**src/dpf_pkg.sv**
```systemverilog
// Shared types, constants and helpers for the duplicate packet filter.
`timescale 1ns / 1ps
package dpf_pkg;

    localparam int DEPTH   = 32;
    localparam int PTR_W   = $clog2(DEPTH);
    localparam int CNT_W   = $clog2(DEPTH + 1);
    localparam int ENTRY_W = 16 + 32 + 32;
    localparam int CIDX_W  = 8;

    localparam logic [5:0]  MAX_ENTRIES_RST = 6'd32;
    localparam logic [31:0] RETENTION_RST   = 32'd300000;
    localparam logic [31:0] INTERVAL_RST    = 32'd30000;
    localparam logic        AUTO_RST        = 1'b1;

    localparam logic [CIDX_W-1:0] REG_MAX_ENTRIES = 8'd0;
    localparam logic [CIDX_W-1:0] REG_RETENTION   = 8'd1;
    localparam logic [CIDX_W-1:0] REG_INTERVAL    = 8'd2;
    localparam logic [CIDX_W-1:0] REG_AUTO        = 8'd3;

    typedef enum logic [2:0] {
        OP_CHECK  = 3'd0,
        OP_RECORD = 3'd1,
        OP_TICK   = 3'd2,
        OP_PURGE  = 3'd3,
        OP_CLEAR  = 3'd4
    } op_t;

    typedef enum logic [1:0] {
        ST_IDLE,
        ST_SCAN,
        ST_FINISH
    } state_t;

    typedef struct packed {
        logic load;
        logic step;
        logic commit;
    } cmd_t;

    typedef struct packed {
        logic scan_need;
        logic scan_done;
        logic out_free;
    } status_t;

    // cap saturated into 1..DEPTH
    function automatic logic [CNT_W-1:0] eff_cap(input logic [5:0] v);
        logic [CNT_W-1:0] c;
        if (v == 6'd0)
            c = CNT_W'(1);
        else if (32'(v) > DEPTH)
            c = CNT_W'(DEPTH);
        else
            c = CNT_W'(v);
        return c;
    endfunction

endpackage

```
**src/dpf_in_if.sv**
```systemverilog
// Input item channel.
`timescale 1ns / 1ps
interface dpf_in_if;
    logic        valid;
    logic        ready;
    logic [2:0]  op;
    logic [15:0] source_id;
    logic [31:0] packet_id;
    logic [31:0] max_age_ms;

    modport source (output valid, op, source_id, packet_id, max_age_ms, input ready);
    modport sink (input valid, op, source_id, packet_id, max_age_ms, output ready);
endinterface

```
**src/dpf_out_if.sv**
```systemverilog
// Result item channel.
`timescale 1ns / 1ps
interface dpf_out_if;
    logic        valid;
    logic        ready;
    logic        seen;
    logic [5:0]  entry_count;
    logic        is_full;
    logic [31:0] checks_total;
    logic [31:0] duplicates_total;

    modport source (output valid, seen, entry_count, is_full, checks_total,
                    duplicates_total, input ready);
    modport sink (input valid, seen, entry_count, is_full, checks_total,
                  duplicates_total, output ready);
endinterface

```
**src/dpf_cfg_if.sv**
```systemverilog
// Configuration write channel.
`timescale 1ns / 1ps
interface dpf_cfg_if;
    logic        valid;
    logic        ready;
    logic [7:0]  index;
    logic [31:0] data;

    modport source (output valid, index, data, input ready);
    modport sink (input valid, index, data, output ready);
endinterface

```
**src/dpf_ram.sv**
```systemverilog
// Generic single write port, single read port RAM with registered read.
`timescale 1ns / 1ps
module dpf_ram #(
    parameter int WIDTH = 8,
    parameter int DEPTH = 32
) (
    input  logic                     clk,
    input  logic                     wr_en,
    input  logic [$clog2(DEPTH)-1:0] wr_addr,
    input  logic [WIDTH-1:0]         wr_data,
    input  logic                     rd_en,
    input  logic [$clog2(DEPTH)-1:0] rd_addr,
    output logic [WIDTH-1:0]         rd_data
);

    logic [WIDTH-1:0] mem [DEPTH];

    always_ff @(posedge clk)
    begin
        if (wr_en)
        begin
            mem[wr_addr] <= wr_data;
        end
        if (rd_en)
        begin
            rd_data <= mem[rd_addr];
        end
    end

endmodule

```
**src/dpf_ctrl.sv**
```systemverilog
// Sequencer: accepts an item, runs the table scan when the op needs one, commits the result.
`timescale 1ns / 1ps
module dpf_ctrl (
    input  logic            clk,
    input  logic            rst_n,
    input  logic            in_valid,
    output logic            in_ready,
    input  dpf_pkg::status_t status,
    output dpf_pkg::cmd_t    cmd
);
    import dpf_pkg::*;

    state_t state_reg;
    state_t state_next;

    always_ff @(posedge clk or negedge rst_n)
    begin
        if (!rst_n)
            state_reg <= ST_IDLE;
        else
            state_reg <= state_next;
    end

    always_comb
    begin
        state_next = state_reg;
        case (state_reg)
            ST_IDLE:
            begin
                if (in_valid)
                    state_next = status.scan_need ? ST_SCAN : ST_FINISH;
            end
            ST_SCAN:
            begin
                if (status.scan_done)
                    state_next = ST_FINISH;
            end
            ST_FINISH:
            begin
                if (status.out_free)
                    state_next = ST_IDLE;
            end
            default: state_next = ST_IDLE;
        endcase
    end

    always_comb
    begin
        in_ready   = 1'b0;
        cmd        = '0;
        case (state_reg)
            ST_IDLE:
            begin
                in_ready = 1'b1;
                cmd.load = in_valid;
            end
            ST_SCAN:   cmd.step   = !status.scan_done;
            ST_FINISH: cmd.commit = status.out_free;
            default:   cmd        = '0;
        endcase
    end

`ifndef SYNTHESIS
    a_load_idle: assert property (@(posedge clk) disable iff (!rst_n)
        cmd.load |-> state_reg == ST_IDLE) else $error("load outside idle");
    a_commit_leaves: assert property (@(posedge clk) disable iff (!rst_n)
        cmd.commit |=> state_reg == ST_IDLE) else $error("commit did not return to idle");
    a_one_cmd: assert property (@(posedge clk) disable iff (!rst_n)
        $onehot0({cmd.load, cmd.step, cmd.commit})) else $error("overlapping commands");
`endif

endmodule

```
**src/dpf_dp.sv**
```systemverilog
// Datapath: ring-ordered entry table, counters, clock and result register.
`timescale 1ns / 1ps
module dpf_dp (
    input  logic             clk,
    input  logic             rst_n,
    input  dpf_pkg::cmd_t    cmd,
    output dpf_pkg::status_t status,
    input  logic [2:0]       in_op,
    input  logic [15:0]      in_source_id,
    input  logic [31:0]      in_packet_id,
    input  logic [31:0]      in_max_age_ms,
    input  logic             cfg_valid,
    input  logic [7:0]       cfg_index,
    input  logic [31:0]      cfg_data,
    output logic             out_valid,
    input  logic             out_ready,
    output logic             out_seen,
    output logic [5:0]       out_entry_count,
    output logic             out_is_full,
    output logic [31:0]      out_checks_total,
    output logic [31:0]      out_duplicates_total
);
    import dpf_pkg::*;

    // configuration
    logic [5:0]  max_ent_reg, max_ent_next;
    logic [31:0] ret_reg, ret_next;
    logic [31:0] intv_reg, intv_next;
    logic        auto_reg, auto_next;
    // table and block state
    logic [PTR_W-1:0] head_reg, head_next;
    logic [CNT_W-1:0] count_reg, count_next;
    logic [31:0] now_reg, now_next;
    logic [31:0] last_reg, last_next;
    logic [31:0] checks_reg, checks_next;
    logic [31:0] dups_reg, dups_next;
    // current item
    op_t         op_reg, op_next;
    logic [15:0] src_reg, src_next;
    logic [31:0] pid_reg, pid_next;
    logic [31:0] limit_reg, limit_next;
    logic        purge_reg, purge_next;
    logic        hit_reg, hit_next;
    // scan
    logic [CNT_W-1:0] rd_cnt_reg, rd_cnt_next;
    logic [CNT_W-1:0] wr_cnt_reg, wr_cnt_next;
    logic        rd_vld_reg, rd_vld_next;
    // result
    logic        ovalid_reg, ovalid_next;
    logic        oseen_reg, oseen_next;
    logic [5:0]  ocount_reg, ocount_next;
    logic        ofull_reg, ofull_next;
    logic [31:0] ochecks_reg, ochecks_next;
    logic [31:0] odups_reg, odups_next;

    logic               wr_en, rd_en;
    logic [PTR_W-1:0]   wr_addr, rd_addr;
    logic [ENTRY_W-1:0] wr_data, rd_data;
    logic [15:0]        e_src;
    logic [31:0]        e_pid, e_stamp;
    logic               tick_clean;
    logic [CNT_W-1:0]   cap, cfg_cap, keep_cnt;
    op_t                in_op_e;

    dpf_ram #(.WIDTH(ENTRY_W), .DEPTH(DEPTH)) u_ram (
        .clk     (clk),
        .wr_en   (wr_en),
        .wr_addr (wr_addr),
        .wr_data (wr_data),
        .rd_en   (rd_en),
        .rd_addr (rd_addr),
        .rd_data (rd_data)
    );

    assign in_op_e = op_t'(in_op);
    assign {e_src, e_pid, e_stamp} = rd_data;
    assign cap        = eff_cap(max_ent_reg);
    assign cfg_cap    = eff_cap(cfg_data[5:0]);
    assign tick_clean = auto_reg && (32'(now_reg + 32'd1 - last_reg) >= intv_reg);

    assign status.scan_need = (in_op_e == OP_CHECK) || (in_op_e == OP_PURGE) ||
                              ((in_op_e == OP_TICK) && tick_clean);
    assign status.scan_done = (rd_cnt_reg == count_reg) && !rd_vld_reg;
    assign status.out_free  = !ovalid_reg || out_ready;

    always_comb
    begin
        max_ent_next = max_ent_reg;
        ret_next     = ret_reg;
        intv_next    = intv_reg;
        auto_next    = auto_reg;
        head_next    = head_reg;
        count_next   = count_reg;
        now_next     = now_reg;
        last_next    = last_reg;
        checks_next  = checks_reg;
        dups_next    = dups_reg;
        op_next      = op_reg;
        src_next     = src_reg;
        pid_next     = pid_reg;
        limit_next   = limit_reg;
        purge_next   = purge_reg;
        hit_next     = hit_reg;
        rd_cnt_next  = rd_cnt_reg;
        wr_cnt_next  = wr_cnt_reg;
        rd_vld_next  = 1'b0;
        ovalid_next  = ovalid_reg && !out_ready;
        oseen_next   = oseen_reg;
        ocount_next  = ocount_reg;
        ofull_next   = ofull_reg;
        ochecks_next = ochecks_reg;
        odups_next   = odups_reg;
        wr_en        = 1'b0;
        wr_addr      = head_reg + wr_cnt_reg[PTR_W-1:0];
        wr_data      = {e_src, e_pid, e_stamp};
        rd_en        = 1'b0;
        rd_addr      = head_reg + rd_cnt_reg[PTR_W-1:0];
        keep_cnt     = count_reg;

        if (cfg_valid)
        begin
            case (cfg_index)
                REG_MAX_ENTRIES:
                begin
                    max_ent_next = cfg_data[5:0];
                    if (count_reg > cfg_cap)
                    begin
                        head_next  = head_reg + PTR_W'(count_reg - cfg_cap);
                        count_next = cfg_cap;
                    end
                end
                REG_RETENTION: ret_next  = cfg_data;
                REG_INTERVAL:  intv_next = cfg_data;
                REG_AUTO:      auto_next = cfg_data[0];
                default: ;
            endcase
        end

        if (cmd.load)
        begin
            op_next     = in_op_e;
            src_next    = in_source_id;
            pid_next    = in_packet_id;
            hit_next    = 1'b0;
            rd_cnt_next = '0;
            wr_cnt_next = '0;
            purge_next  = (in_op_e == OP_PURGE) || ((in_op_e == OP_TICK) && tick_clean);
            limit_next  = (in_op_e == OP_TICK) ? ret_reg : in_max_age_ms;
            if (in_op_e == OP_TICK)
                now_next = now_reg + 32'd1;
        end

        if (cmd.step)
        begin
            if (rd_cnt_reg < count_reg)
            begin
                rd_en       = 1'b1;
                rd_cnt_next = rd_cnt_reg + CNT_W'(1);
                rd_vld_next = 1'b1;
            end
            if (rd_vld_reg)
            begin
                if (purge_reg)
                begin
                    // kept entries slide down in place, order preserved
                    if (32'(now_reg - e_stamp) <= limit_reg)
                    begin
                        wr_en       = 1'b1;
                        wr_cnt_next = wr_cnt_reg + CNT_W'(1);
                    end
                end
                else if (e_src == src_reg && e_pid == pid_reg)
                begin
                    hit_next = 1'b1;
                end
            end
        end

        if (cmd.commit)
        begin
            case (op_reg)
                OP_CHECK:
                begin
                    checks_next = checks_reg + 32'd1;
                    dups_next   = dups_reg + 32'(hit_reg);
                end
                OP_RECORD:
                begin
                    if (pid_reg != 32'd0)
                    begin
                        if (count_reg >= cap)
                        begin
                            keep_cnt  = cap - CNT_W'(1);
                            head_next = head_reg + PTR_W'(count_reg - keep_cnt);
                        end
                        wr_en      = 1'b1;
                        wr_addr    = head_next + keep_cnt[PTR_W-1:0];
                        wr_data    = {src_reg, pid_reg, now_reg};
                        count_next = keep_cnt + CNT_W'(1);
                    end
                end
                OP_TICK, OP_PURGE:
                begin
                    if (purge_reg)
                    begin
                        count_next = wr_cnt_reg;
                        last_next  = now_reg;
                    end
                end
                OP_CLEAR: count_next = '0;
                default: ;
            endcase
            ovalid_next  = 1'b1;
            oseen_next   = (op_reg == OP_CHECK) && hit_reg;
            ocount_next  = 6'(count_next);
            ofull_next   = count_next >= cap;
            ochecks_next = checks_next;
            odups_next   = dups_next;
        end
    end

    always_ff @(posedge clk or negedge rst_n)
    begin
        if (!rst_n)
        begin
            max_ent_reg <= MAX_ENTRIES_RST;
            ret_reg     <= RETENTION_RST;
            intv_reg    <= INTERVAL_RST;
            auto_reg    <= AUTO_RST;
            head_reg    <= '0;
            count_reg   <= '0;
            now_reg     <= '0;
            last_reg    <= '0;
            checks_reg  <= '0;
            dups_reg    <= '0;
            rd_cnt_reg  <= '0;
            wr_cnt_reg  <= '0;
            rd_vld_reg  <= 1'b0;
            ovalid_reg  <= 1'b0;
        end
        else
        begin
            max_ent_reg <= max_ent_next;
            ret_reg     <= ret_next;
            intv_reg    <= intv_next;
            auto_reg    <= auto_next;
            head_reg    <= head_next;
            count_reg   <= count_next;
            now_reg     <= now_next;
            last_reg    <= last_next;
            checks_reg  <= checks_next;
            dups_reg    <= dups_next;
            rd_cnt_reg  <= rd_cnt_next;
            wr_cnt_reg  <= wr_cnt_next;
            rd_vld_reg  <= rd_vld_next;
            ovalid_reg  <= ovalid_next;
        end
    end

    always_ff @(posedge clk)
    begin
        op_reg      <= op_next;
        src_reg     <= src_next;
        pid_reg     <= pid_next;
        limit_reg   <= limit_next;
        purge_reg   <= purge_next;
        hit_reg     <= hit_next;
        oseen_reg   <= oseen_next;
        ocount_reg  <= ocount_next;
        ofull_reg   <= ofull_next;
        ochecks_reg <= ochecks_next;
        odups_reg   <= odups_next;
    end

    assign out_valid            = ovalid_reg;
    assign out_seen             = oseen_reg;
    assign out_entry_count      = ocount_reg;
    assign out_is_full          = ofull_reg;
    assign out_checks_total     = ochecks_reg;
    assign out_duplicates_total = odups_reg;

`ifndef SYNTHESIS
    a_count_range: assert property (@(posedge clk) disable iff (!rst_n)
        count_reg <= CNT_W'(DEPTH)) else $error("entry count above depth");
    a_write_behind_read: assert property (@(posedge clk) disable iff (!rst_n)
        wr_cnt_reg <= rd_cnt_reg) else $error("compaction write passed read");
    a_read_bound: assert property (@(posedge clk) disable iff (!rst_n)
        cmd.step |-> rd_cnt_reg <= count_reg) else $error("scan read past count");
    a_commit_out: assert property (@(posedge clk) disable iff (!rst_n)
        cmd.commit |=> ovalid_reg) else $error("commit produced no result");
`endif

endmodule

```
**src/duplicate_packet_filter_top.sv**
```systemverilog
// Duplicate packet filter: table of recently seen (source, packet id) pairs.
//
// Channels: din carries one op item (check, record, tick, purge, clear);
// dout returns one status result per item; cfg writes the four setup
// registers (cap, retention, cleanup interval, auto cleanup) and is always
// ready. The user must write configuration only while no item is in flight
// (not enforced). Each transfer happens when valid and ready are both high.
//
// Record, clear, unused ops and tick without cleanup skip the scan and go
// straight to the commit step. Check, purge and a cleanup tick walk the
// stored entries through the table RAM's single read port, one entry per
// cycle, before the commit. One item is in flight at a time, so din takes
// no new item until the current one has left the commit step.
// The result sits in an output register; din is ready again while it waits,
// and a finished item holds in the commit step until dout frees.
// Reset empties the table, zeroes the clock and counters and loads the
// register defaults; no clearing pass is needed.
`timescale 1ns / 1ps
module duplicate_packet_filter_top (
    input  logic       clk,
    input  logic       rst_n,
    dpf_in_if.sink     din,
    dpf_out_if.source  dout,
    dpf_cfg_if.sink    cfg
);
    import dpf_pkg::*;

    cmd_t    cmd;
    status_t status;

    assign cfg.ready = 1'b1;

    dpf_ctrl u_ctrl (
        .clk      (clk),
        .rst_n    (rst_n),
        .in_valid (din.valid),
        .in_ready (din.ready),
        .status   (status),
        .cmd      (cmd)
    );

    dpf_dp u_dp (
        .clk                  (clk),
        .rst_n                (rst_n),
        .cmd                  (cmd),
        .status               (status),
        .in_op                (din.op),
        .in_source_id         (din.source_id),
        .in_packet_id         (din.packet_id),
        .in_max_age_ms        (din.max_age_ms),
        .cfg_valid            (cfg.valid),
        .cfg_index            (cfg.index),
        .cfg_data             (cfg.data),
        .out_valid            (dout.valid),
        .out_ready            (dout.ready),
        .out_seen             (dout.seen),
        .out_entry_count      (dout.entry_count),
        .out_is_full          (dout.is_full),
        .out_checks_total     (dout.checks_total),
        .out_duplicates_total (dout.duplicates_total)
    );

endmodule
```
**src/flat_wrapper.sv**
```systemverilog
// flat-port wrapper written by rule: the top's interface ports become plain ports
module duplicate_packet_filter_top_flat import dpf_pkg::*;
  (clk, rst_n, din_valid, din_op, din_source_id, din_packet_id, din_max_age_ms, din_ready, dout_valid, dout_seen, dout_entry_count, dout_is_full, dout_checks_total, dout_duplicates_total, dout_ready, cfg_valid, cfg_index, cfg_data, cfg_ready);
  dpf_in_if din_i ();
  dpf_out_if dout_i ();
  dpf_cfg_if cfg_i ();
  input  logic clk;
  input  logic rst_n;
  input wire logic [$bits(din_i.valid)-1:0] din_valid;
  input wire logic [$bits(din_i.op)-1:0] din_op;
  input wire logic [$bits(din_i.source_id)-1:0] din_source_id;
  input wire logic [$bits(din_i.packet_id)-1:0] din_packet_id;
  input wire logic [$bits(din_i.max_age_ms)-1:0] din_max_age_ms;
  output wire logic [$bits(din_i.ready)-1:0] din_ready;
  output wire logic [$bits(dout_i.valid)-1:0] dout_valid;
  output wire logic [$bits(dout_i.seen)-1:0] dout_seen;
  output wire logic [$bits(dout_i.entry_count)-1:0] dout_entry_count;
  output wire logic [$bits(dout_i.is_full)-1:0] dout_is_full;
  output wire logic [$bits(dout_i.checks_total)-1:0] dout_checks_total;
  output wire logic [$bits(dout_i.duplicates_total)-1:0] dout_duplicates_total;
  input wire logic [$bits(dout_i.ready)-1:0] dout_ready;
  input wire logic [$bits(cfg_i.valid)-1:0] cfg_valid;
  input wire logic [$bits(cfg_i.index)-1:0] cfg_index;
  input wire logic [$bits(cfg_i.data)-1:0] cfg_data;
  output wire logic [$bits(cfg_i.ready)-1:0] cfg_ready;
  assign din_i.valid = din_valid;
  assign din_i.op = din_op;
  assign din_i.source_id = din_source_id;
  assign din_i.packet_id = din_packet_id;
  assign din_i.max_age_ms = din_max_age_ms;
  assign din_ready = din_i.ready;
  assign dout_valid = dout_i.valid;
  assign dout_seen = dout_i.seen;
  assign dout_entry_count = dout_i.entry_count;
  assign dout_is_full = dout_i.is_full;
  assign dout_checks_total = dout_i.checks_total;
  assign dout_duplicates_total = dout_i.duplicates_total;
  assign dout_i.ready = dout_ready;
  assign cfg_i.valid = cfg_valid;
  assign cfg_i.index = cfg_index;
  assign cfg_i.data = cfg_data;
  assign cfg_ready = cfg_i.ready;
  duplicate_packet_filter_top u_core (.clk(clk), .rst_n(rst_n), .din(din_i), .dout(dout_i), .cfg(cfg_i));
endmodule
```
**config.mk**
```make
export PLATFORM = sky130hd
export DESIGN_NAME = duplicate_packet_filter_top_flat
export DESIGN_NICKNAME = d
export VERILOG_FILES = /design/src/dpf_pkg.sv /design/src/dpf_in_if.sv /design/src/dpf_out_if.sv /design/src/dpf_cfg_if.sv /design/src/dpf_ram.sv /design/src/dpf_ctrl.sv /design/src/dpf_dp.sv /design/src/duplicate_packet_filter_top.sv /design/src/flat_wrapper.sv
export SDC_FILE = /design/constraint.sdc
export NUM_CORES = 2
export LEC_CHECK = 0
export BUFFER_PORTS_ARGS = -buffer_cell sky130_fd_sc_hd__buf_4
export CAP_MARGIN = 25
export CORE_UTILIZATION = 55
export DETAILED_ROUTE_END_ITERATION = 8
export HOLD_SLACK_MARGIN = 0.03
export PLACE_DENSITY = 0.7
export SYNTH_ARGS = -nofsm -noshare
export SYNTH_HDL_FRONTEND = slang
export SYNTH_SLANG_ARGS = --single-unit
```
**constraint.sdc**
```tcl
create_clock -name clk -period 10.35 [get_ports clk]
set_input_delay 2.5875 -clock clk [delete_from_list [all_inputs] [get_ports clk]]
set_output_delay 2.5875 -clock clk [all_outputs]
set_load 0.02 [all_outputs]
```
==> flow_summary.ini <==
[synthesis]
syn_area_mm2 = 0.124
synthArstFlopShare = 0.0748
syn_avg_cell_area_um2 = 17.2
synth_nets = 7541
ys_ff_latch = 3023
syn_inst = 7220
synth_seq_area_share = 0.723
ys.flop_type = edfxtp_1
synth_cell_types = 86
synth_edf_count = 2796
yosysWarnings = 0

[status]
outcome = completed

[setup_path]
crit_type = input port to flop
cp-endpoint = u_core.u_dp.u_ram.mem[3][54]
crit_buf_inv = 2
critPathCaptureType = flop
cpMaxStageDelayCell = nor2_4
crit_arrival_ps = 8030
crit_family = simple AND/OR/NAND/NOR gates
path_cells = buf_4, nor4_1, nor2_1, nor2_1, ha_1, nand4_1, o22ai_1, a21oi_1, nand2_1, mux2i_1, a21oi_1, ha_1, a21o_1, a21oi_1, xor2_1, a31oi_1, or2_2, nor2_4, buf_4
cp_common_cell = a21oi_1
reg2reg_to = u_core.u_dp.u_ram.mem[3][54]
slowest_delay_ps = 670
r2r_start = u_core.u_dp.now_reg[0]
crit_cells = 19
cp.required_ps = 10910
r2r_setup_slack_ps = 3220
startpoint = cfg_data[1]
critPathLaunchType = input port
reg2regPathDepth = 22
path_max_fanout = 28

[grt]
grt_max_degree = 161
antenna_found_initial = 5
grt_pass1_vias = 67600
overflow = 0
grt_pass1_wl_mm = 446
grtUsageTotal = 0.265

[timing]
fin_crit_sh = 0.722
hold_viol = 0
finalMaxSlewViolations = 0
slew_headroom = 0.257
tns_ps = 0
finalWorstSetupSlack_ps = 2880
whs_ps = 496
finClkSkew_ps = 85.5
clock.fmax_ghz = 0.134
tightest_slew_ps = 1110
finalSetupViolCount = 0
rsz0062_at_grt = false
fin_crit_ps = 7470

[floorplanning]
fp.dieArea_mm2 = 0.227
die_h_um = 477
start_util = 0.556
die_w_um = 477
rows = 173
ios = 203
core_region_area_mm2 = 0.223

[drt]
num_vias = 67500
ant_nets = 0
drc = 0
routed_wl_mm = 301
drt_iter0_drc = 7975
wl_per_cell_um = 28.0
first_pass_iters = 6
viasPerCell = 6.27

[finish]
final_nets = 7893
final_cell_mix = 2796 x edfxtp_1, 1072 x nand2_1, 640 x mux4_2, 465 x nand3_1, 323 x clkbuf_16
syn_to_final_growth_pct = 13.2
largest_reg_flops = 2560
fin_util = 0.629
drive_above_1_share = 0.212
stdcell_count = 10800
final_common_cell = edfxtp_1
reg_top3 = u_core.u_dp.u_ram.mem x2560, u_core.u_dp.u_ram.rd_data x80
largest_register = u_core.u_dp.u_ram.mem

[placed_design]
port_buffers = 201
dp_hpwl_mm = 170
place_congestion = 0.876
preCtsSetupSlack_ps = 1720
dp_cells = 10200

[power]
power_density_mw_per_mm2 = 321
power_leakage_nw = 48.8
max-vdd-ir-drop_mv = 0.399

[run]
drv_cap = 0

[clock_tree]
cts_max_path_buffers = 4
clockRootBuffer = clkbuf_16
cts_setup_buffers = 0
ctsHoldBuffers = 0
clock-sinks = 3023
cts_max_level = 5
cts.clk_slew.worst_paths_ps = 60
cts_tree = built
clock_latency_ps = 960
cts_resized = 0
cts_made_buffers = 316

[min_path]
hold_class = flop to flop
worst reg2reg max path: cells and delay by family, from the launching register on:
| kind | cells | cell delay [ps] |
|---|---|---|
| flip-flops | 1 | 450 |
| AO/OA/AOI/OAI | 13 | 3360 |
| adder cells (fa/ha/maj) | 3 | 950 |
| AND/OR/NAND/NOR | 2 | 870 |
| XOR/XNOR | 1 | 150 |
| buffers and inverters | 3 | 950 |
metrics by stage:
stage	power (mW)	area [µm²]
after floorplan	28.1	124000
after global placement	33.9	130000
after detailed placement	34.3	130000
after CTS	44.9	140000
after global routing	47.0	140000
final	45.1	140000
routing by layer:
metal / vias up / GRT usage / share of wire
li1: 28600 / - / -
met1: 35000 / 0.380 / 0.40
met2: 3330 / 0.422 / 0.48
met3: 518 / 0.0452 / 0.088
met4: 4 / 0.0751 / 0.027
met5: - / 0 / 0.000090
final cells by class:
type	count	area, µm²
Clock buffer	394	8380
Sequential cell	3023	89700
Antenna cell	1	2.50
Timing Repair Buffer	377	3960
Clock inverter	142	1100
Multi-Input combinational cell	3671	32900
Tap cell	2975	3720
Fill cell	15400	82800
Inverter	183	692
cells in the mapped netlist (55+ instances only):
master / instances / area share
o21ai_0: 197 / 0.0079
a21oi_1: 92 / 0.0037
mux4_2: 640 / 0.12
nand2_1: 1072 / 0.032
a21o_1: 55 / 0.0033
mux2_2: 107 / 0.0097
nand3_1: 465 / 0.019
xor2_1: 142 / 0.010
nor2_1: 163 / 0.0049
edfxtp_1: 2796 / 0.68
buf_1: 93 / 0.0028
inv_1: 180 / 0.0054
ha_1: 180 / 0.018
xnor2_1: 171 / 0.012
dfrtp_1: 209 / 0.042
clkbuf_1: 226 / 0.0068
power breakdown:
part / internal, mW / switching (mW) / leakage, nW
Clock: 6.10 / 4.49 / 4.64
Combinational: 6.71 / 11.5 / 16.0
Sequential: 15.9 / 0.409 / 28.2
Total: 28.7 / 16.4 / 48.8
kinds of logic after synthesis:
kind of cell	after synthesis	synth area share
AO/OA/AOI/OAI	462	0.0226
XOR/XNOR	313	0.0221
adder cells (fa/ha/maj)	193	0.0203
buffers and inverters	526	0.0163
flip-flops	3023	0.723
multiplexers	764	0.127
other	1	0.0000302
AND/OR/NAND/NOR	1938	0.0686
worst min path at each step:
stage,start,end,depth (start not counted)
global route,u_core.u_dp.rd_cnt_reg[5],u_core.u_dp.rd_cnt_reg[5],1
finish,u_core.u_dp.dups_reg[31],u_core.u_dp.dups_reg[31],1
floorplan,u_core.u_dp.rd_cnt_reg[5],u_core.u_dp.rd_cnt_reg[5],1
global placement,u_core.u_dp.dups_reg[31],u_core.u_dp.dups_reg[31],1
CTS,u_core.u_dp.dups_reg[31],u_core.u_dp.dups_reg[31],1
detailed placement,u_core.u_dp.dups_reg[31],u_core.u_dp.dups_reg[31],1
Note: power is estimated with default switching activity, not from simulation.
